[config.mk]
export PLATFORM = sky130hd
export DESIGN_NAME = tmma_cmdq
export DESIGN_NICKNAME = d
export VERILOG_FILES = /design/src/sv/tmma_pkg.sv /design/src/sv/tmma_cmdq.sv
export SDC_FILE = /design/constraint.sdc
export NUM_CORES = 1
export LEC_CHECK = 0
export CAP_MARGIN = 20
export CORE_AREA = 5 5 42 44
export CTS_CLUSTER_DIAMETER = 60
export DETAILED_ROUTE_END_ITERATION = 6
export DIE_AREA = 0 0 47 49
export DONT_BUFFER_PORTS = 1
export PLACE_DENSITY = 0.47
export SLEW_MARGIN = 20
export SYNTH_ARGS = -nofsm -noshare
export SYNTH_HDL_FRONTEND = slang
export SYNTH_SLANG_ARGS = --single-unit
[constraint.sdc]
create_clock -name clk -period 1.7 [get_ports clk]
set_clock_uncertainty 0.15 [all_clocks]
set_input_delay 0.17 -clock clk [delete_from_list [all_inputs] [get_ports clk]]
set_output_delay 0.17 -clock clk [all_outputs]
set_load 0.005 [all_outputs]
[src/sv/tmma_pkg.sv]
// Shared types and constants for the tile matrix multiply-accumulate block.
`default_nettype none
package tmma_pkg;

    localparam int OP_W   = 16;
    localparam int PROD_W = 32;
    localparam int ACC_W  = 48;

    localparam logic signed [ACC_W-1:0] ACC_MAX = {1'b0, {(ACC_W-1){1'b1}}};
    localparam logic signed [ACC_W-1:0] ACC_MIN = {1'b1, {(ACC_W-1){1'b0}}};

    // Tile command passed from the loader to the compute engine.
    typedef struct packed {
        logic bank;
        logic final_flag;
    } cmd_t;

    // Operand store write from the loader.
    typedef struct packed {
        logic                   en;
        logic                   bank;
        logic signed [OP_W-1:0] a;
        logic signed [OP_W-1:0] b;
    } wr_t;

    // Operand bank handed back by the compute engine.
    typedef struct packed {
        logic en;
        logic bank;
    } rel_t;

endpackage
`default_nettype wire

[src/sv/tmma_cmdq.sv]
// Two-entry command queue between loader and compute engine.
`default_nettype none
module tmma_cmdq
    import tmma_pkg::*;
(
    input  wire logic clk,
    input  wire logic rst_n,
    input  wire logic push_valid,
    output logic      push_ready,
    input  wire cmd_t push_cmd,
    output logic      pop_valid,
    input  wire logic pop_ready,
    output cmd_t      pop_cmd
);

    cmd_t       slot_reg [2];
    logic       wptr_reg, rptr_reg;
    logic [1:0] fill_reg;
    logic       do_push, do_pop;

    assign push_ready = (fill_reg != 2'd2);
    assign pop_valid  = (fill_reg != 2'd0);
    assign pop_cmd    = slot_reg[rptr_reg];
    assign do_push    = push_valid && push_ready;
    assign do_pop     = pop_valid && pop_ready;

    always_ff @(posedge clk)
    begin
        if (do_push)
        begin
            slot_reg[wptr_reg] <= push_cmd;
        end
    end

    always_ff @(posedge clk or negedge rst_n)
    begin
        if (!rst_n)
        begin
            wptr_reg <= 1'b0;
            rptr_reg <= 1'b0;
            fill_reg <= '0;
        end
        else
        begin
            if (do_push)
            begin
                wptr_reg <= !wptr_reg;
            end
            if (do_pop)
            begin
                rptr_reg <= !rptr_reg;
            end
            if (do_push && !do_pop)
            begin
                fill_reg <= fill_reg + 2'd1;
            end
            else if (do_pop && !do_push)
            begin
                fill_reg <= fill_reg - 2'd1;
            end
        end
    end

endmodule
`default_nettype wire

# [Yosys cells after proc, flatten, opt, wreduce, memory -nomap -nowiden]
# Memory sizes are Yosys's and may differ from the RTL's.
# Index checks and enable logic that the tools add are counted.
[op_classes] n_reduce_logical=10 n_eq_ne=1 mux=4 addsub=2
[op_table] op="logical AND 1 bit" n=4
[op_table] op="logical NOT 1 bit" n=4
[op_table] op="two-way mux 2 bit" n=2
[op_table] op="nonzero test 2 bit" n=2
[op_table] op="adder 2 x 1 -> 2 bit (second input constant)" n=1
[op_table] op="two-way mux 1 bit" n=2
[op_table] op="!= test 2 bit (second input constant)" n=1
[op_table] op="subtractor 2 x 1 -> 2 bit (second input constant)" n=1
[word_totals] ram_bits=4 word_cells=21 memories=1 reg_bits=4 input_bits=6
[memory_table] name="slot_reg" words=2 width=2 rd=1 rd_ports_with_merged_regs=0 write_ports=1 line_no="tmma_cmdq.sv:16" rtl="cmd_t slot_reg [2];"

# [Depth between registers and ports, before layout]
[depth] word_depth=6 mapped_depth=7 ltp_nobuf=7

# [Least setup slack after synthesis]
# No wires, ideal clock.
[synth_path] path_type="reg-to-reg" from="register fill_reg[0]" to="register fill_reg[1]" n_path_buf=0 stages_incl_launch_ff=7 path_slack_ns=0.201 setup_ns=0.079 synth_period_minus_slack_ns=1.499 t_arrival_ns=1.270 required_time_ns=1.471 path_cell_list="dfrtp_1 nand2b_4 nand2_1 inv_1 ha_1 nor2_1 xor2_1"
[synth_via] elab_chain_len=5 elab_cells_between_ends=13
[synth_lines] element="from (decl)" line_no="tmma_cmdq.sv:18" rtl="logic [1:0] fill_reg;"
[synth_lines] element="from (signal assigned)" line_no="tmma_cmdq.sv:55" rtl="fill_reg <= fill_reg + 2'd1;"
[synth_lines] element="from (signal assigned)" line_no="tmma_cmdq.sv:59" rtl="fill_reg <= fill_reg - 2'd1;"
[synth_lines] element="!= test 2 bit (*)" line_no="tmma_cmdq.sv:21" rtl="assign push_ready = (fill_reg != 2'd2);"
[synth_lines] element="net push_ready" line_no="tmma_cmdq.sv:9" rtl="output logic push_ready,"
[synth_lines] element="logical AND 1 bit (*)" line_no="tmma_cmdq.sv:24" rtl="assign do_push = push_valid && push_ready;"
[synth_lines] element="net do_push" line_no="tmma_cmdq.sv:19" rtl="logic do_push, do_pop;"
[synth_lines] element="logical NOT 1 bit" line_no="tmma_cmdq.sv:57" rtl="else if (do_pop && !do_push)"
[synth_lines] element="logical AND 1 bit" line_no="tmma_cmdq.sv:57"
[synth_lines] element="nonzero test 2 bit (no source line)"
# Mark *: on every way through the listed nets, which the timed path passes. The rest lies on a longest branch. The select of a mux whose other input is x is not followed.
# A chain may end at the register's enable or synchronous reset.

# [Worst setup path after layout]
# Ends and elaborated chain as after synthesis.

==> impl_metrics.py <==
metrics = {
    "floorplanning": {
        "num_rows": 14,
        "die_area_mm2": 0.00230,
        "die_x_um": 47,
        "chipHeight_um": 49,
        "io-pin-count": 10,
        "core-area_mm2": 0.00140,
        "initial_core_util_pct": 25.3,
    },
    "setup_path": {
        "required_ps": 1720,
        "cp_top_family": "flip-flops",
        "endpoint_kind": "flop",
        "startpoint_type": "flop",
        "critical-path-max-stage-delay_ps": 420,
        "cp_slowest_cell": "dfrtp_1",
        "cp.arrival_ps": 1610,
        "cpMostUsedCell": "xor2_1",
        "critical_path_class": "flop to flop",
        "cp_max_fo": 4,
        "cp_cell_sequence": "nand2b_4 > nand2_2 > inv_1 > ha_1 > xor2_1 > nor2_1 > xor2_1",
        "crit_buf_inv": 1,
    },
    "placed_design": {
        "dp_cells": 40,
        "port_buffers": 0,
        "place_ws_ps": 82.7,
        "gp_congestion": 0.558,
    },
    "layout": {
        "largest_reg_flops": 4,
        "num_antenna_cells": 0,
        "instances_no_fill": 49,
        "drive_gt1_share_pct": 27.3,
        "seqCellArea_um2": 220,
        "multiInputGateArea_um2": 133,
        "synthToLayoutAreaGrowth_pct": 27.9,
        "fillers": 148,
        "nNetsFinal": 41,
    },
    "sta": {
        "fin_hold_ws_ps": 51.6,
        "min_period_over_period_pct": 93.4,
        "worst_pin_slew_ps": 222,
        "setup_ws_ps": 112,
        "rsz0062_at_grt": "false",
        "slew_headroom_pct": 85.2,
        "finalSetupTns_ps": 0,
        "drv_slew": 0,
        "fin_crit_ps": 1590,
        "hold_violations": 0,
        "max_freq_mhz": 630,
        "setup_violations": 0,
    },
    "logic_synthesis": {
        "synth-seq-cells": 8,
        "avgSynthCellArea_um2": 14.8,
        "synth_cells": 24,
        "ys_types": 13,
        "ys_seq_area_share_pct": 62.2,
        "synth_fp_nets": 31,
        "syn-cell-area_um2": 354,
        "yosysTopAreaCellShare_pct": 33.9,
        "yosysWarningCount": 0,
        "synth.area.top_cells": "edfxtp_1 34%, dfrtp_1 28%, xnor2_1 7.4%, mux2_2 6.4%, xor2_1 4.9%",
        "yosys.area.top_type": "edfxtp_1",
    },
    "outcome": {
        "status": "finished, final reports clean",
    },
    "cts": {
        "worst_setup_hold_path_clk_slew_ps": 50,
        "numCtsBuffers": 3,
        "root_buffer": "clkbuf_4",
        "cts_buffer_depth": 2,
        "cts_sinks": 8,
        "htree_levels": 1,
        "cts_tree": "built",
        "worst_skew_pair.late_latency_ps": 250,
    },
    "run": {
        "max_cap_violations": 0,
    },
    "routing": {
        "wl_per_cell_um": 11.6,
        "remaining_drc_errors": 0,
        "drt_first_pass_iters": 1,
        "ant_nets": 0,
        "num_vias": 197,
        "drtIter0Drc": 0,
        "viasPerCell": 4.02,
        "drt-total-wl_um": 567,
    },
    "global_route": {
        "grtUsageTotal_pct": 6.12,
        "grt_pass1_wl_um": 910,
        "first_global_vias": 221,
        "grt_max_degree": 6,
        "grt-ovfl-total": 0,
        "antenna_found_initial": 0,
    },
    "power": {
        "power_density_mw_per_mm2": 1700,
        "peakVddDrop_mv": 0.494,
        "finalPower_w": 0.000768,
        "leakage_nw": 0.189,
    },
    "min_path": {
        "hp-class": "input port to asynchronous set/reset pin",
    },
}
==> kinds of logic (layout without fill, tap and decap cells) <==
kind of cell,count (synthesis),after routing,share of synthesized area [%]
and+or+nand+nor,7,7,14.5
adders and majority gates,1,1,3.53
buffers and inverters,1,10,1.06
xor gates and xnor gates,5,5,12.4
muxes,2,2,6.36
DFF,8,8,62.2
==> worst reg2reg max path: stages, from the launching register on <==
cell and delay, ps:
dfrtp_1 420, nand2b_4 180, nand2_2 100, inv_1 50, ha_1 200, xor2_1 140, nor2_1 110, xor2_1 160
==> cell type report <==
type	count	share of cell area, %
multi-input cells	15	29.3
inverters	1	0.829
flip-flops and latches	8	48.6
repair buffers	5	11.0
clock buffers	4	5.80
well taps	16	4.42
==> report_power, final <==
| part | leakage (nW) | internal [W] | switching, W |
|---|---|---|---|
| Sequential | 0.0838 | 0.000284 | 0.0000630 |
| Combinational | 0.0897 | 0.000151 | 0.000117 |
| Clock | 0.0150 | 0.0000897 | 0.0000632 |
==> synth_stat cells, drive strengths merged <==
library cell,number
or2,1
xnor2,3
nand2,2
inv,1
and3,1
edfxtp,4
ha,1
mux2,2
nand2b,1
dfrtp,4
nor2,2
xor2,2
==> timing repair <==
item | 4_1_cts | 5_1_grt
buffers inserted | 0 | 0
setup endpoints to repair | 0 | 1
endpoints found under the hold margin | 10 | 0
resized for setup | 0 | 1
hold buffers | 5 | 0
==> metrics by stage <==
step                      area (um^2)  util [%]
after detailed placement          374      26.7
after CTS                         450      32.1
final                             453      32.3
after floorplan                   354         -
after global routing              453      32.3
after global placement            374      26.7
==> worst paths after layout <==
| path | from | endpoint | slack [ps] | cells after the start |
|---|---|---|---|---|
| worst min register to register | wptr_reg | wptr_reg | 340 | 1 |
| worst min-delay path | rst_n | rptr_reg | 50 | 1 |
| worst max-delay path | fill_reg[0] | fill_reg[1] | 110 | 7 |
| min in group clk | push_valid | slot_reg[1][0] | 70 | 1 |
| worst max register to register | fill_reg[0] | fill_reg[1] | 110 | 7 |
| max in group asynchronous | rst_n | wptr_reg | 1160 | 1 |
==> routing by layer <==
layer / global-route usage, % / up-vias / routed length, um
li1: - / 100 / -
met1: 6.12 / 87 / 221
met2: 7.24 / 10 / 264
met3: 4.43 / 0 / 80
met4: 6.91 / 0 / 0
met5: 0 / - / 0
==> layout by cell type (no fill, tap or decap) <==
| master | netlist | routed |
|---|---|---|
| dlygate4sd3_1 | 0 | 5 |
| dfrtp_1 | 4 | 4 |
| edfxtp_1 | 4 | 4 |
| xnor2_1 | 3 | 3 |
| clkbuf_4 | 0 | 3 |
| mux2_2 | 2 | 2 |
| nor2_1 | 2 | 2 |
| xor2_1 | 2 | 2 |
| nand2b_4 | 1 | 1 |
| nand2_2 | 0 | 1 |
| inv_1 | 1 | 1 |
| or2_4 | 1 | 1 |
| nand2_4 | 1 | 1 |
| and3_1 | 1 | 1 |
| ha_1 | 1 | 1 |
| clkbuf_1 | 0 | 1 |
(Power assumes the default switching activity.)
