<file path="config.mk">
export PLATFORM = sky130hd
export DESIGN_NAME = tmma_front
export DESIGN_NICKNAME = d
export VERILOG_FILES = /design/src/sv/tmma_pkg.sv /design/src/sv/tmma_front.sv
export SDC_FILE = /design/constraint.sdc
export NUM_CORES = 1
export LEC_CHECK = 0
export ABC_AREA = 1
export BUFFER_PORTS_ARGS = -buffer_cell sky130_fd_sc_hd__buf_2
export CAP_MARGIN = 15
export CORE_MARGIN = 4
export CORE_UTILIZATION = 35
export DETAILED_ROUTE_END_ITERATION = 16
export PLACE_DENSITY = 0.8
export SLEW_MARGIN = 0
export SYNTH_ARGS = -nofsm -noshare
export SYNTH_HDL_FRONTEND = slang
export SYNTH_SLANG_ARGS = --single-unit
</file>
<file path="constraint.sdc">
create_clock -name clk -period 1.55 [get_ports clk]
set_input_delay 0.155 -clock clk [delete_from_list [all_inputs] [get_ports clk]]
set_output_delay 0.155 -clock clk [all_outputs]
set_load 0.01 [all_outputs]
</file>
<file path="src/sv/tmma_pkg.sv">
// Shared types and constants for the tile matrix multiply-accumulate block.
`default_nettype none
package tmma_pkg;

    localparam int OP_W   = 16;
    localparam int PROD_W = 32;
    localparam int ACC_W  = 48;

    localparam logic signed [ACC_W-1:0] ACC_MAX = {1'b0, {(ACC_W-1){1'b1}}};
    localparam logic signed [ACC_W-1:0] ACC_MIN = {1'b1, {(ACC_W-1){1'b0}}};

    // Tile command passed from the loader to the compute engine.
    typedef struct packed {
        logic bank;
        logic final_flag;
    } cmd_t;

    // Operand store write from the loader.
    typedef struct packed {
        logic                   en;
        logic                   bank;
        logic signed [OP_W-1:0] a;
        logic signed [OP_W-1:0] b;
    } wr_t;

    // Operand bank handed back by the compute engine.
    typedef struct packed {
        logic en;
        logic bank;
    } rel_t;

endpackage
`default_nettype wire

</file>
<file path="src/sv/tmma_front.sv">
// Loader: takes input words, fills the free operand bank, issues tile commands.
`default_nettype none
module tmma_front
    import tmma_pkg::*;
#(
    parameter int TILE = 8
)
(
    input  wire logic                   clk,
    input  wire logic                   rst_n,
    input  wire logic                   in_valid,
    output logic                        in_ready,
    input  wire logic signed [OP_W-1:0] a_elem,
    input  wire logic signed [OP_W-1:0] b_elem,
    input  wire logic                   final_block,
    output wr_t                         wr,
    output logic [$clog2(TILE*TILE)-1:0] wr_addr,
    output logic                        push_valid,
    input  wire logic                   push_ready,
    output cmd_t                        push_cmd,
    input  wire rel_t                   rel
);

    localparam int ELEMS = TILE * TILE;
    localparam int IDX_W = $clog2(ELEMS);
    localparam logic [IDX_W-1:0] LAST_IDX = IDX_W'(ELEMS - 1);

    logic [IDX_W-1:0] count_reg, count_next;
    logic             bank_reg, bank_next;
    logic [1:0]       busy_reg, busy_next;
    logic             accept;
    logic             tile_done;

    assign in_ready  = !busy_reg[bank_reg] && push_ready;
    assign accept    = in_valid && in_ready;
    assign tile_done = accept && (count_reg == LAST_IDX);

    assign wr.en   = accept;
    assign wr.bank = bank_reg;
    assign wr.a    = a_elem;
    assign wr.b    = b_elem;
    assign wr_addr = count_reg;

    assign push_valid          = tile_done;
    assign push_cmd.bank       = bank_reg;
    assign push_cmd.final_flag = final_block;

    always_comb
    begin
        count_next = count_reg;
        bank_next  = bank_reg;
        busy_next  = busy_reg;
        if (rel.en)
        begin
            busy_next[rel.bank] = 1'b0;
        end
        if (accept)
        begin
            if (tile_done)
            begin
                count_next          = '0;
                bank_next           = !bank_reg;
                busy_next[bank_reg] = 1'b1;
            end
            else
            begin
                count_next = count_reg + 1'b1;
            end
        end
    end

    always_ff @(posedge clk or negedge rst_n)
    begin
        if (!rst_n)
        begin
            count_reg <= '0;
            bank_reg  <= 1'b0;
            busy_reg  <= '0;
        end
        else
        begin
            count_reg <= count_next;
            bank_reg  <= bank_next;
            busy_reg  <= busy_next;
        end
    end

endmodule
`default_nettype wire

</file>
After elaboration in Yosys (flattened, before gate mapping)
Cells that the tools add are included.

cells by class
  magnitude comparators = 4
  div/mod/pow operators = 0
  $add $sub $neg = 1
  reduce and logical (&&, ||, !) cells = 8
  mux-type cells = 10
  bitwise gates (word level) = 3
  eq/ne operators = 1
  shift operators = 0
  multipliers = 0

operators by type and width
  kind                 number
  $add 6x1->6 const B  1
  $eq 6x6->1 const B   1
  $mux 2               3
  $mux 6               1
  $logic_and 1x1->1    5
  $lt 1x2->1 const B   2
  $mux 1               4
  $and 2x2->2          1
  $demux 1 s1          2
  $ge 1x1->1 const B   2
  $logic_not 1->1      2
  $not 2->2            1
  $or 2x2->2           1
  $reduce_and 2->1     1

word-level totals
  flip-flop bits (word level) = 9
  RAM bits = 0
  bits in read-only memories = 0
  bits in latches = 0
  input bits = 39
  output and inout port bits = 44
  memories kept = 0

Longest topological paths before layout
Gate-level depths: netlist of run 1.

  word-level depth = 10
  mapped depth = 7
  mapped depth without buffers = 7

Least setup slack after synthesis of run 1
OpenSTA, ideal clock, no wires.

  path type = reg-to-reg
  from = register count_reg[1] (netlist: wr_addr[1])
  to = register count_reg[0] (netlist: wr_addr[0])
  library setup time = 0.127 ns
  path slack = 0.309 ns
  cell stages (with the launch flop) = 7
  arrival time = 1.115 ns
  path through = dfrtp_1 ha_1 nand3_2 nor2_4 inv_1 nand3_1 o21ai_0

on the way
  word-level cells in the longest chain between the ends = 3

RTL lines
  element                   line              source
  start: declaration        tmma_front.sv:28  logic [IDX_W-1:0] count_reg, count_next;
  start signal: assignment  tmma_front.sv:82  count_reg <= count_next;
  $eq 6x6->1                tmma_front.sv:36  assign tile_done = accept && (count_reg == LAST_IDX);
  $logic_and 1x1->1         tmma_front.sv:36
  $mux 6                    tmma_front.sv:59  if (tile_done)

Every way passes these cells.
A chain may end at the register's enable or synchronous reset.

Worst setup path after layout of run 1
  from = register bank_reg
  to = output push_valid

on the way
  word-level cells in the longest chain between the ends = 6

RTL lines
  element                                     line              source
  start: declaration                          tmma_front.sv:29  logic bank_reg, bank_next;
  start signal: assignment                    tmma_front.sv:83  bank_reg <= bank_next;
  $mux 1 (implied by the code) (2 in series)  tmma_front.sv:34  assign in_ready = !busy_reg[bank_reg] && push_ready;
  $logic_not 1->1                             tmma_front.sv:34
  $logic_and 1x1->1                           tmma_front.sv:34
  $logic_and 1x1->1                           tmma_front.sv:35  assign accept = in_valid && in_ready;
  $logic_and 1x1->1                           tmma_front.sv:36
  end: declaration                            tmma_front.sv:18  output logic push_valid,

Every way passes these cells. The select of a mux whose other input is x is not followed.

==> impl_summary.md, run 1 <==
Critical path
For the worst flop-to-flop path, the logic depth is 6. Walking the worst path, the cells encountered are nand2_2, nand3_4, nor2_8, inv_6, nor3_4, buf_2. At the worst endpoint, the arrival time is 1.37 ns.

In this run the worst path has a maximum fanout of 7. STA classifies the critical path startpoint as a flip-flop. The worst reg-to-reg setup slack is 0.25 ns. The worst setup path is of the reg2out kind. The origin of the critical flop-to-flop path is wr_addr[0]. The worst setup path is captured at an output pin. The worst reg2reg path endpoint is wr_addr[0].

The master of the slowest instance on the critical path is sky130_fd_sc_hd__dfrtp_2. On the worst path, the slowest cell contributes a delay of 0.44 ns. Data on the critical path is required at its endpoint by 1.39 ns.

Global route
For this run, the total global-route usage over all layers was measured as 0.104. The pin count of the biggest net entering global routing is 10. The number of antenna violations at the first check in global routing is 0.

The first-pass GRT wire length is 2500 um. The number of global-route vias before repair is 573. The total congestion overflow is 0.

STA
The number of slew-limit violations in the final report came to 0. The worst slack on hold paths is 0.172 ns. The portion of the clock cycle consumed by the worst path in the final layout is 0.982. Counting I/O delays and the setup requirement, the final critical path takes 1.52 ns.

At the pin with the least slew margin, the transition time is 0.222 ns. On the final layout, the worst clock skew is 0.00237 ns. The relative max-transition margin is 0.852.

For this run, the top clock speed supported by timing is 657 MHz. The final number of hold-violating endpoints is 0. Setup violations remaining at the end of the flow were counted as 0. Setup repair after global routing could not meet its margin everywhere.

Synth
The cell taking the most area after synthesis is sky130_fd_sc_hd__buf_4. Ranked by total cell area, the synthesized netlist is headed by sky130_fd_sc_hd__buf_4 34%, sky130_fd_sc_hd__dfrtp_1 28%, sky130_fd_sc_hd__nand2_1 10%. Counting every instance in the synthesized netlist gives 99. The share of Yosys cell area claimed by the top area cell type is 0.338. The number of warning messages in the yosys log is 0. The flip-flop and latch count after synthesis is 9. The count of unique library cells instantiated by Yosys is 21. In this run the mean area of a mapped cell was 8.08 um^2.

The proportion of synthesized chip area in sequential cells is 0.282. The net count after synthesis is 139. The post-synthesis instance area is 800 um^2.

Finish
The register with the most flip-flops in the layout has 6 of them. The layout overhead on the synthesized area is -7.82%. Leaving out fill and tap cells, the most frequent cells in the layout are 20 x sky130_fd_sc_hd__nand2_1, 16 x sky130_fd_sc_hd__buf_2, 7 x sky130_fd_sc_hd__inv_1, 7 x sky130_fd_sc_hd__dfrtp_1. The core occupancy in the finished layout is 0.336.

In the final design database the tool counted 130 nets. The share of layout cells above drive strength 1 is 0.438. The number of antenna cells inserted is 0. The library cell used most frequently in the layout, excluding fill and tap cells, is sky130_fd_sc_hd__nand2_1. The number of fill cells in the layout is 228.

Route
Once detail routing completed, the nets flagged for antenna violations numbered 0. For this block, the initial DRC count from the detailed router was 11. The number of detailed-routing iterations run before antenna repair is 2. Across all layers, the routed design uses 534 vias. The routed wire length is 1490 um. The routed via count divided by cell count is 4.56.

Dividing the detail-routed wire length by the instance count gives 12.7 um. The DRC violation count after routing is 0.

Power
The maximum vdd ir drop is 0.352 mV. Summed over all cells, the static leakage comes to 0.403 nW. Total power for the finished layout comes to 791 uW. For this design the ratio of total power to cell area is 1070 nW/um^2.

Clocking
The maximum level of the CTS H-tree is 1. The clock reaches the later pin of the worst-skew pair after 0.27 ns. The clock sink count is 9.

TritonCTS built the clock tree. The longest clock path from root to sink contains 2 buffers. The clock-pin transition on the worst setup and hold timing paths is 0.06 ns. The total CTS buffers is 3. The buffer type at the clock tree root is sky130_fd_sc_hd__clkbuf_4.

Floorplan
The die width is 55.8 um. The core region is 2190 um^2. Pin placement for this block handled 83 I/O pins.

From bottom edge to top edge, the die measures 55.8 um. The die covers 3110 um^2. The starting utilization of the core area is 0.365. The floorplan has 17 rows.

Status
The run finished with clean final reports.

Hold path
The startpoint identified for the worst hold timing path is rel[0]. The path with the worst hold slack has its endpoint at busy_reg[0]. Counting instances, the worst hold path has a depth of 3.

The path category of the worst min-delay check is in2reg.

Placement
The HPWL after detailed placement is 1070 um. The count of buffers added on input and output ports is 16. The congestion estimate from routability-driven global placement came to 0.816.

Job
The tool flagged a number of max-cap violations equal to 0.
-- final cells by class --
type	count	area, um^2	share of cell area
clock buffer	4	26.3	0.0357
inverter	9	38.8	0.0526
multi-input combinational	45	282	0.382
sequential	9	228	0.309
tap	28	35.0	0.0475
timing repair buffer	22	128	0.173
-- routing by layer --
layer,track usage,vias to the layer above,part of all wire,routed length [um]
li1,-,254,-,-
met1,0.0934,245,0.35,524
met2,0.162,30,0.47,698
met3,0.0766,5,0.16,233
met4,0.0694,0,0.022,33
met5,0,-,0,0
-- worst max-delay path, delay by kind of cell, from the launching register on --
kind	cells	cell delay, ns
and+or+nand+nor	4	0.46
DFF	1	0.44
buffers and inverters	2	0.20
-- kinds of logic (layout without fill, tap and decap cells) --
family                     after synthesis  count (layout)  share of synthesized area
xor gates and xnor gates                 1               1                     0.0110
and+or+nand+nor                         37              37                      0.263
buffers and inverters                   45              35                      0.383
AOI/OAI and AO/OA                        6               6                     0.0454
DFF                                      9               9                      0.282
adders and majority gates                1               1                     0.0156
-- through the flow --
stage	TNS (ns)	instances	area (um^2)	setup slack (ns)
final	0	117	737	0.0275
after global routing	-0.0605	117	737	-0.0605
after CTS	0	114	698	0.00430
after detailed placement	0	107	644	0.186
after global placement	0	107	644	0.247
after floorplan	0	99	800	0.309
-- Yosys cell counts (all sizes together) --
library cell  count
buf              36
dfrtp             9
ha                1
inv               9
nand2            23
nand3             7
nand4             2
nor2              3
nor3              1
o21ai             5
o21bai            1
or2               1
xor2              1
-- report_power, final --
group	leakage, nW	switching [mW]	internal [mW]	total, mW
Combinational	0.271	0.134	0.110	0.244
Clock	0.0150	0.0874	0.0996	0.187
Sequential	0.117	0.0750	0.285	0.360
-- how the worst max path moves through the flow --
stage,cells after the start,to,from
finish,6,push_valid,bank_reg
global route,6,push_valid,bank_reg
CTS,6,push_valid,bank_reg
detailed placement,7,push_valid,bank_reg
global placement,7,push_valid,bank_reg
floorplan,6,wr_addr[0],wr_addr[1]
-- timing repair --
item | CTS | global route
setup buffers | 2 | 3
endpoints found under the hold margin | 9 | 0
hold buffers | 1 | 0
setup endpoints to repair | 1 | 1
resized for setup | 2 | 6
pin swaps | 1 | 3
(Power assumes the default switching activity.)
==> run 2: changes to the inputs <==
--- a/config.mk
+++ b/config.mk
@@ -9,9 +9,8 @@
 export BUFFER_PORTS_ARGS = -buffer_cell sky130_fd_sc_hd__buf_2
 export CAP_MARGIN = 15
 export CORE_MARGIN = 4
-export CORE_UTILIZATION = 35
+export CORE_UTILIZATION = 27
 export DETAILED_ROUTE_END_ITERATION = 16
-export PLACE_DENSITY = 0.8
 export SLEW_MARGIN = 0
 export SYNTH_ARGS = -nofsm -noshare
 export SYNTH_HDL_FRONTEND = slang
==> impl_summary.md, run 2 (synthesis gave the netlist of run 1 again) <==
Finish
The area of combinational cells with multiple inputs is 283 um^2 (+0.44%). From synthesis to final layout, the design area changed by -5.79%. The share of layout cells above drive strength 1 is 0.440 (+0.00136). The number of antenna cells inserted is 0 (unchanged).

The number of fill cells in the layout is 300 (+32%). The top cell types in the final layout, fill and taps aside, are 20 x sky130_fd_sc_hd__nand2_1, 16 x sky130_fd_sc_hd__buf_2, 8 x sky130_fd_sc_hd__dfrtp_1. The filler-free cell count of the finished design is 122 (+4.3%). The net count of the finished layout is 132 (+1.5%). The flip-flop count of the largest register after layout was 6 (unchanged). The most frequent standard cell in the layout excluding fill and tap cells is sky130_fd_sc_hd__nand2_1.

The area taken by flip-flops and latches was 226 um^2 (-0.55%).

Job
The max-cap check violation count was 0 (unchanged).

Global route
The number of global-route vias before repair is 582 (+1.6%). The total congestion overflow is 0 (unchanged). The first-pass GRT wire length is 2660 um (+6.4%).

The global-route usage over all layers is 0.0838 (-0.0198). The number of antenna violations at the first check in global routing is 0 (unchanged). The pin count of the biggest net entering global routing came to 10 (unchanged).

Floorplan
The site row count is 19 (+2). The die width was 62.4 um (+12%). The count of pins on the block boundary is 83 (unchanged). The core area is 2780 um^2 (+27%). The total die area is 3900 um^2 (+25%). The starting utilization of the core area is 0.287 (-0.0775). The overall die height is 62.4 um (+12%).

Hold path
The path category of the worst min-delay check is in2reg. The number of stages on the worst hold path is 3 (unchanged). The worst hold path terminates at busy_reg[0]. The origin of the worst min-delay path is rel[0].

Power
The power density relative to cell area is 1080 nW/um^2 (+0.83%). The reported leakage power is 0.400 nW (-0.80%). The maximum vdd ir drop is 0.612 mV (+74%).

Critical path
The maximum fanout count along the critical path is 4 (-3). The worst reg2reg path endpoint is bank_reg. The worst setup path is of the reg2out kind.

The data arrival at the endpoint of the critical path is 1.31 ns (-0.06 ns). The worst reg-to-reg path cell count was 8 (+2). In this run the critical register-to-register path is launched from bank_reg. The worst reg-to-reg setup slack is 0.28 ns (+0.03 ns).

STA classifies the critical path endpoint as an output pin. The required time at the endpoint of the critical path is 1.39 ns (about the same). STA classifies the critical path startpoint as a flip-flop.

STA
The transition time of the tightest slew-check pin is 0.269 ns (+0.0468 ns). The setup violation total in the final timing report came to 0 (unchanged). The total negative setup slack is 0 ns (unchanged). The final number of hold-violating endpoints is 0 (unchanged). The number of slew-limit violations in the final report is 0 (unchanged). The relative max-transition margin is 0.821 (-0.0312). The post-layout worst setup margin is 0.0818 ns (+0.0544 ns). The setup skew after layout is 0.00560 ns (+0.00323 ns). The clock period minus worst slack is 1.47 ns (-0.0544 ns).

The portion of the clock cycle consumed by the worst path in the final layout came to 0.947 (-0.0351). The top achievable clock speed is 681 MHz (+3.7%).

Placement
The instance count after placement with tap cells included was 110 (+2.8%). The HPWL after detailed placement is 1110 um (+4.0%). The setup slack after placement is 0.194 ns (+0.00815 ns).

The number of port buffers is 16 (unchanged). The final estimated routing congestion in global placement came to 0.776 (-4.9%).

Clocking
The clock-pin transition on the worst setup and hold timing paths is 0.06 ns (about the same). The buffer type at the clock tree root is sky130_fd_sc_hd__clkbuf_4. The maximum clock insertion buffer count is 2 (unchanged).

The maximum level of the CTS H-tree came to 1 (unchanged). The total CTS buffers is 3 (unchanged). The clock sink count was 9 (unchanged). The clock latency reported for the late side of the worst-skew pair is 0.26 ns (about the same).

The TritonCTS clock tree is yes.

Route
The routed wire length came to 1490 um (+0.20%). The vias after detailed routing is 540 (+1.1%). The routed via count divided by cell count came to 4.43 (-3.0%). The DRC violation count after routing is 0 (unchanged). The number of detailed-routing iterations run before antenna repair came to 4 (+2). The iteration-0 DRC count of the detailed router is 12 (+1). The number of antenna-violating nets in the routed design was 0 (unchanged). The wire length per cell came to 12.2 um (-3.9%).

Status
The flow ran to the end, and the final reports show no timing, DRC or antenna violations.
==> run 2: where the power goes <==
| part | leakage, nW | switching, mW | internal (mW) | total, mW |
|---|---|---|---|---|
| Clock | 0.0150 | 0.0813 | 0.0992 | 0.181 |
| Sequential | 0.119 | 0.0774 | 0.283 | 0.360 |
| Combinational | 0.267 | 0.143 | 0.131 | 0.275 |
==> run 2: timing repair <==
action,CTS,global route
endpoints found under the hold margin,9,0
setup buffers,3,4
endpoints found under the setup margin,1,2
gates resized for setup,3,3
pin swaps,1,2
hold buffers,1,0
==> run 2: how the worst max path moves through the flow <==
stage / end / from
6_report: push_valid / wr_addr[0]
5_1_grt: push_valid / wr_addr[0]
4_1_cts: push_valid / bank_reg
3_5_place_dp: push_valid / bank_reg
3_3_place_gp: wr_addr[0] / wr_addr[1]
2_1_floorplan: wr_addr[0] / wr_addr[1]
==> run 2: final cells by class <==
class                           instances  share of cell area
Timing Repair Buffer                   24               0.189
Tap cell                               31              0.0515
Clock buffer                            4              0.0349
Sequential cell                         9               0.301
Inverter                                9              0.0482
Multi-Input combinational cell         45               0.375
==> run 2: worst max-delay path, stage by stage, from the launching register on <==
cell and delay [ns]:
sky130_fd_sc_hd__dfrtp_1 0.39, sky130_fd_sc_hd__ha_2 0.23, sky130_fd_sc_hd__nand3_4 0.11, sky130_fd_sc_hd__nor3_2 0.17
sky130_fd_sc_hd__buf_2 0.15
==> run 2: per-layer routing <==
metal / up-vias / GRT usage / routed length [um]
met4: 0 / 0.0716 / 78
met2: 28 / 0.124 / 670
met3: 17 / 0.0504 / 214
met5: - / 0 / 0
li1: 259 / - / -
met1: 236 / 0.0816 / 527
==> run 2: metrics by stage <==
step | power, mW | hold WS [ns] | cell area, um^2 | util
global placement | 0.589 | 0.0193 | 648 | 0.233
floorplan | 0.581 | -0.141 | 800 | -
global route | 0.897 | 0.169 | 753 | 0.271
finish | 0.816 | 0.163 | 753 | 0.271
CTS | 0.804 | 0.151 | 712 | 0.256
detailed placement | 0.593 | 0.0228 | 648 | 0.233
==> run 3: changes to the inputs <==
--- a/config.mk
+++ b/config.mk
@@ -6,11 +6,12 @@
 export NUM_CORES = 1
 export LEC_CHECK = 0
 export ABC_AREA = 1
-export BUFFER_PORTS_ARGS = -buffer_cell sky130_fd_sc_hd__buf_2
 export CAP_MARGIN = 15
 export CORE_MARGIN = 4
-export CORE_UTILIZATION = 27
+export CORE_UTILIZATION = 60
 export DETAILED_ROUTE_END_ITERATION = 16
+export DONT_BUFFER_PORTS = 1
+export PLACE_DENSITY = 0.76
 export SLEW_MARGIN = 0
 export SYNTH_ARGS = -nofsm -noshare
 export SYNTH_HDL_FRONTEND = slang
==> impl_summary.md, run 3 (synthesis gave the netlist of run 1 again) <==
Finish
In the layout the commonest cells are 21 x sky130_fd_sc_hd__nand2_1, 8 x sky130_fd_sc_hd__inv_1, 8 x sky130_fd_sc_hd__dfrtp_1. The share of layout cells above drive strength 1 is 0.270 (-0.169). Relative to the synthesized area, the layout overhead comes to -19.7%. The flip-flop count of the largest register after layout came to 6 (unchanged). Leaving out fill and tap cells, the most frequent cell in the layout is sky130_fd_sc_hd__nand2_1. The number of antenna cells inserted is 0 (unchanged).

The net count of the finished layout is 115 (-13%).

Critical path
The largest delay contributor family on the critical path is simple AND/OR/NAND/NOR gates. The startpoint-to-endpoint class of the critical path is reg2out. The worst path buffer plus inverter count is 2 (+1). The maximum fanout count along the critical path is 7 (+3). The critical path goes through inv_1, nand2_2, nand3_4, nor2_8, inv_4, nor3_4. The required time at the endpoint of the critical path is 1.39 ns (about the same).

The worst reg-to-reg setup slack is 0.20 ns (-0.08 ns). The launching element type of the critical path is a flip-flop. The worst reg-to-reg path cell count is 6 (-2). The data arrival at the endpoint of the critical path was 1.32 ns (about the same).

The delay of the slowest critical-path stage is 0.37 ns (-0.02 ns). STA classifies the critical path endpoint as an output pin. The most critical setup path has its startpoint at bank_reg. The worst reg2reg path endpoint is wr_addr[0].

The master of the slowest instance on the critical path is sky130_fd_sc_hd__dfrtp_1. The origin of the critical flop-to-flop path is wr_addr[0].

Job
The max-cap check violation count is 0 (unchanged).

Route
The number of detailed-routing iterations run before antenna repair is 4 (unchanged). The wire length per cell was 15.1 um (+23%). The vias after detailed routing is 498 (-7.8%). The number of antenna-violating nets in the routed design was 0 (unchanged). The routed wire length came to 1330 um (-11%).

The iteration-0 DRC count of the detailed router is 5 (-7). The DRC violation count after routing came to 0 (unchanged). The routed via count divided by cell count was 5.66 (+28%).

Global route
The total congestion overflow is 0 (unchanged). The number of antenna violations at the first check in global routing is 0 (unchanged). The number of global-route vias before repair was 476 (-18%).

The first-pass GRT wire length is 1970 um (-26%). The global-route usage over all layers was 0.136 (+0.0522). The pin count of the biggest net entering global routing is 10 (unchanged).

Floorplan
The starting utilization of the core area is 0.674 (+0.387). The overall die height is 44.5 um (-29%). The site row count is 12 (-7). The count of pins on the block boundary is 83 (unchanged). The die width is 44.5 um (-29%). The total die area came to 1980 um^2 (-49%). The core area is 1190 um^2 (-57%).

STA
The worst slack on hold paths is 0.0703 ns (-0.0932 ns). Setup repair after global routing left no endpoint under its margin. The clock period minus worst slack was 1.48 ns (+0.00747 ns). The final number of hold-violating endpoints is 0 (unchanged). The top achievable clock speed came to 678 MHz (-0.51%).

The total negative setup slack is 0 ns (unchanged). The number of slew-limit violations in the final report is 0 (unchanged). The portion of the clock cycle consumed by the worst path in the final layout came to 0.952 (+0.00482). The relative max-transition margin was 0.721 (-0.0999). The transition time of the tightest slew-check pin was 0.417 ns (+0.149 ns).

The setup skew after layout came to 0.000716 ns (-0.00488 ns). The setup violation total in the final timing report is 0 (unchanged).

Clocking
The TritonCTS clock tree is yes. The maximum level of the CTS H-tree was 1 (unchanged). The maximum clock insertion buffer count is 2 (unchanged).

The clock latency reported for the late side of the worst-skew pair is 0.26 ns (about the same). In this run the clock root is driven by a sky130_fd_sc_hd__clkbuf_4. The clock-pin transition on the worst setup and hold timing paths is 0.06 ns (about the same).

The total CTS buffers is 3 (unchanged). The clock sink count came to 9 (unchanged).

Placement
The final estimated routing congestion in global placement was 0.739 (-4.8%). The number of port buffers came to 0 (-16). The HPWL after detailed placement was 975 um (-12%).

Hold path
The path with the worst hold slack has its endpoint at busy_reg[0]. The startpoint identified for the worst hold timing path is rel[0]. The number of stages on the worst hold path is 2 (-1).

The path class of the tightest hold or removal check is in2reg.

Power
The maximum vdd ir drop is 0.694 mV (+13%). The overall power consumption came to 733 uW (-10%). The reported leakage power came to 0.335 nW (-16%).

The power density relative to cell area is 1140 nW/um^2 (+5.5%).

Status
The run finished with clean final reports.
## run 3: cell types whose count changed in the layout (fill, tap and decap cells not counted)
cell                      delta
sky130_fd_sc_hd__ha_2        -1
sky130_fd_sc_hd__nand2_2     -1
sky130_fd_sc_hd__buf_4       -2
sky130_fd_sc_hd__nor3_4      +1
sky130_fd_sc_hd__buf_2      -16
sky130_fd_sc_hd__nor2_4      +1
sky130_fd_sc_hd__nand3_2     +1
sky130_fd_sc_hd__ha_1        +1
sky130_fd_sc_hd__inv_2       -1
sky130_fd_sc_hd__nand3_4     -1
sky130_fd_sc_hd__nand2_1     +1
sky130_fd_sc_hd__nor3_2      -1
sky130_fd_sc_hd__inv_1       +1
## run 3: worst register-to-register path, delay by kind of cell (launching register included)
kind,cells,cell delay (ns)
compound gates,1,0.09
fa+ha+maj,1,0.22
buf+inv,1,0.09
flops,1,0.41
simple gates,3,0.42
## run 3: cell type report
cell class	instances	area (um^2)
Fill cell	124	544
Multi-Input combinational cell	46	288
Sequential cell	9	226
Timing Repair Buffer	6	47.5
Inverter	9	36.3
Clock buffer	4	26.3
Tap cell	14	17.5
## run 3: report_power, final
part | internal [mW] | total (mW) | switching (mW)
clock network | 0.0991 | 0.180 | 0.0806
logic | 0.0786 | 0.178 | 0.0997
registers | 0.284 | 0.375 | 0.0917
total | 0.461 | 0.733 | 0.272
## run 3: worst max-delay path by stage
| stage | to | cells past startpoint |
|---|---|---|
| after floorplan | wr_addr[0] | 6 |
| after global placement | push_valid | 6 |
| after detailed placement | wr_addr[0] | 6 |
| after CTS | push_valid | 6 |
| after global routing | push_valid | 6 |
| final | push_valid | 6 |
## run 3: repair_timing
| action | CTS | global route |
|---|---|---|
| resized for setup | 2 | 1 |
| endpoints found under the setup margin | 1 | 1 |
| hold endpoints to repair | 9 | 0 |
| pin swaps | 3 | 2 |
| hold buffers | 1 | 0 |
| cloned | 1 | 0 |
| setup buffers | 2 | 1 |
## run 3: metrics by stage
stage	worst slack, ns	area (um^2)	util	std cells
floorplan	0.309	800	-	99
global placement	0.255	562	0.474	79
detailed placement	0.177	562	0.474	79
CTS	0.00946	633	0.534	87
global route	0.00794	642	0.541	88
finish	0.0744	642	0.541	88
## run 3: routing by layer
layer	track usage	part of all wire
met5	0	0
met4	0.108	0.040
met3	0.0569	0.15
met2	0.209	0.47
met1	0.144	0.34
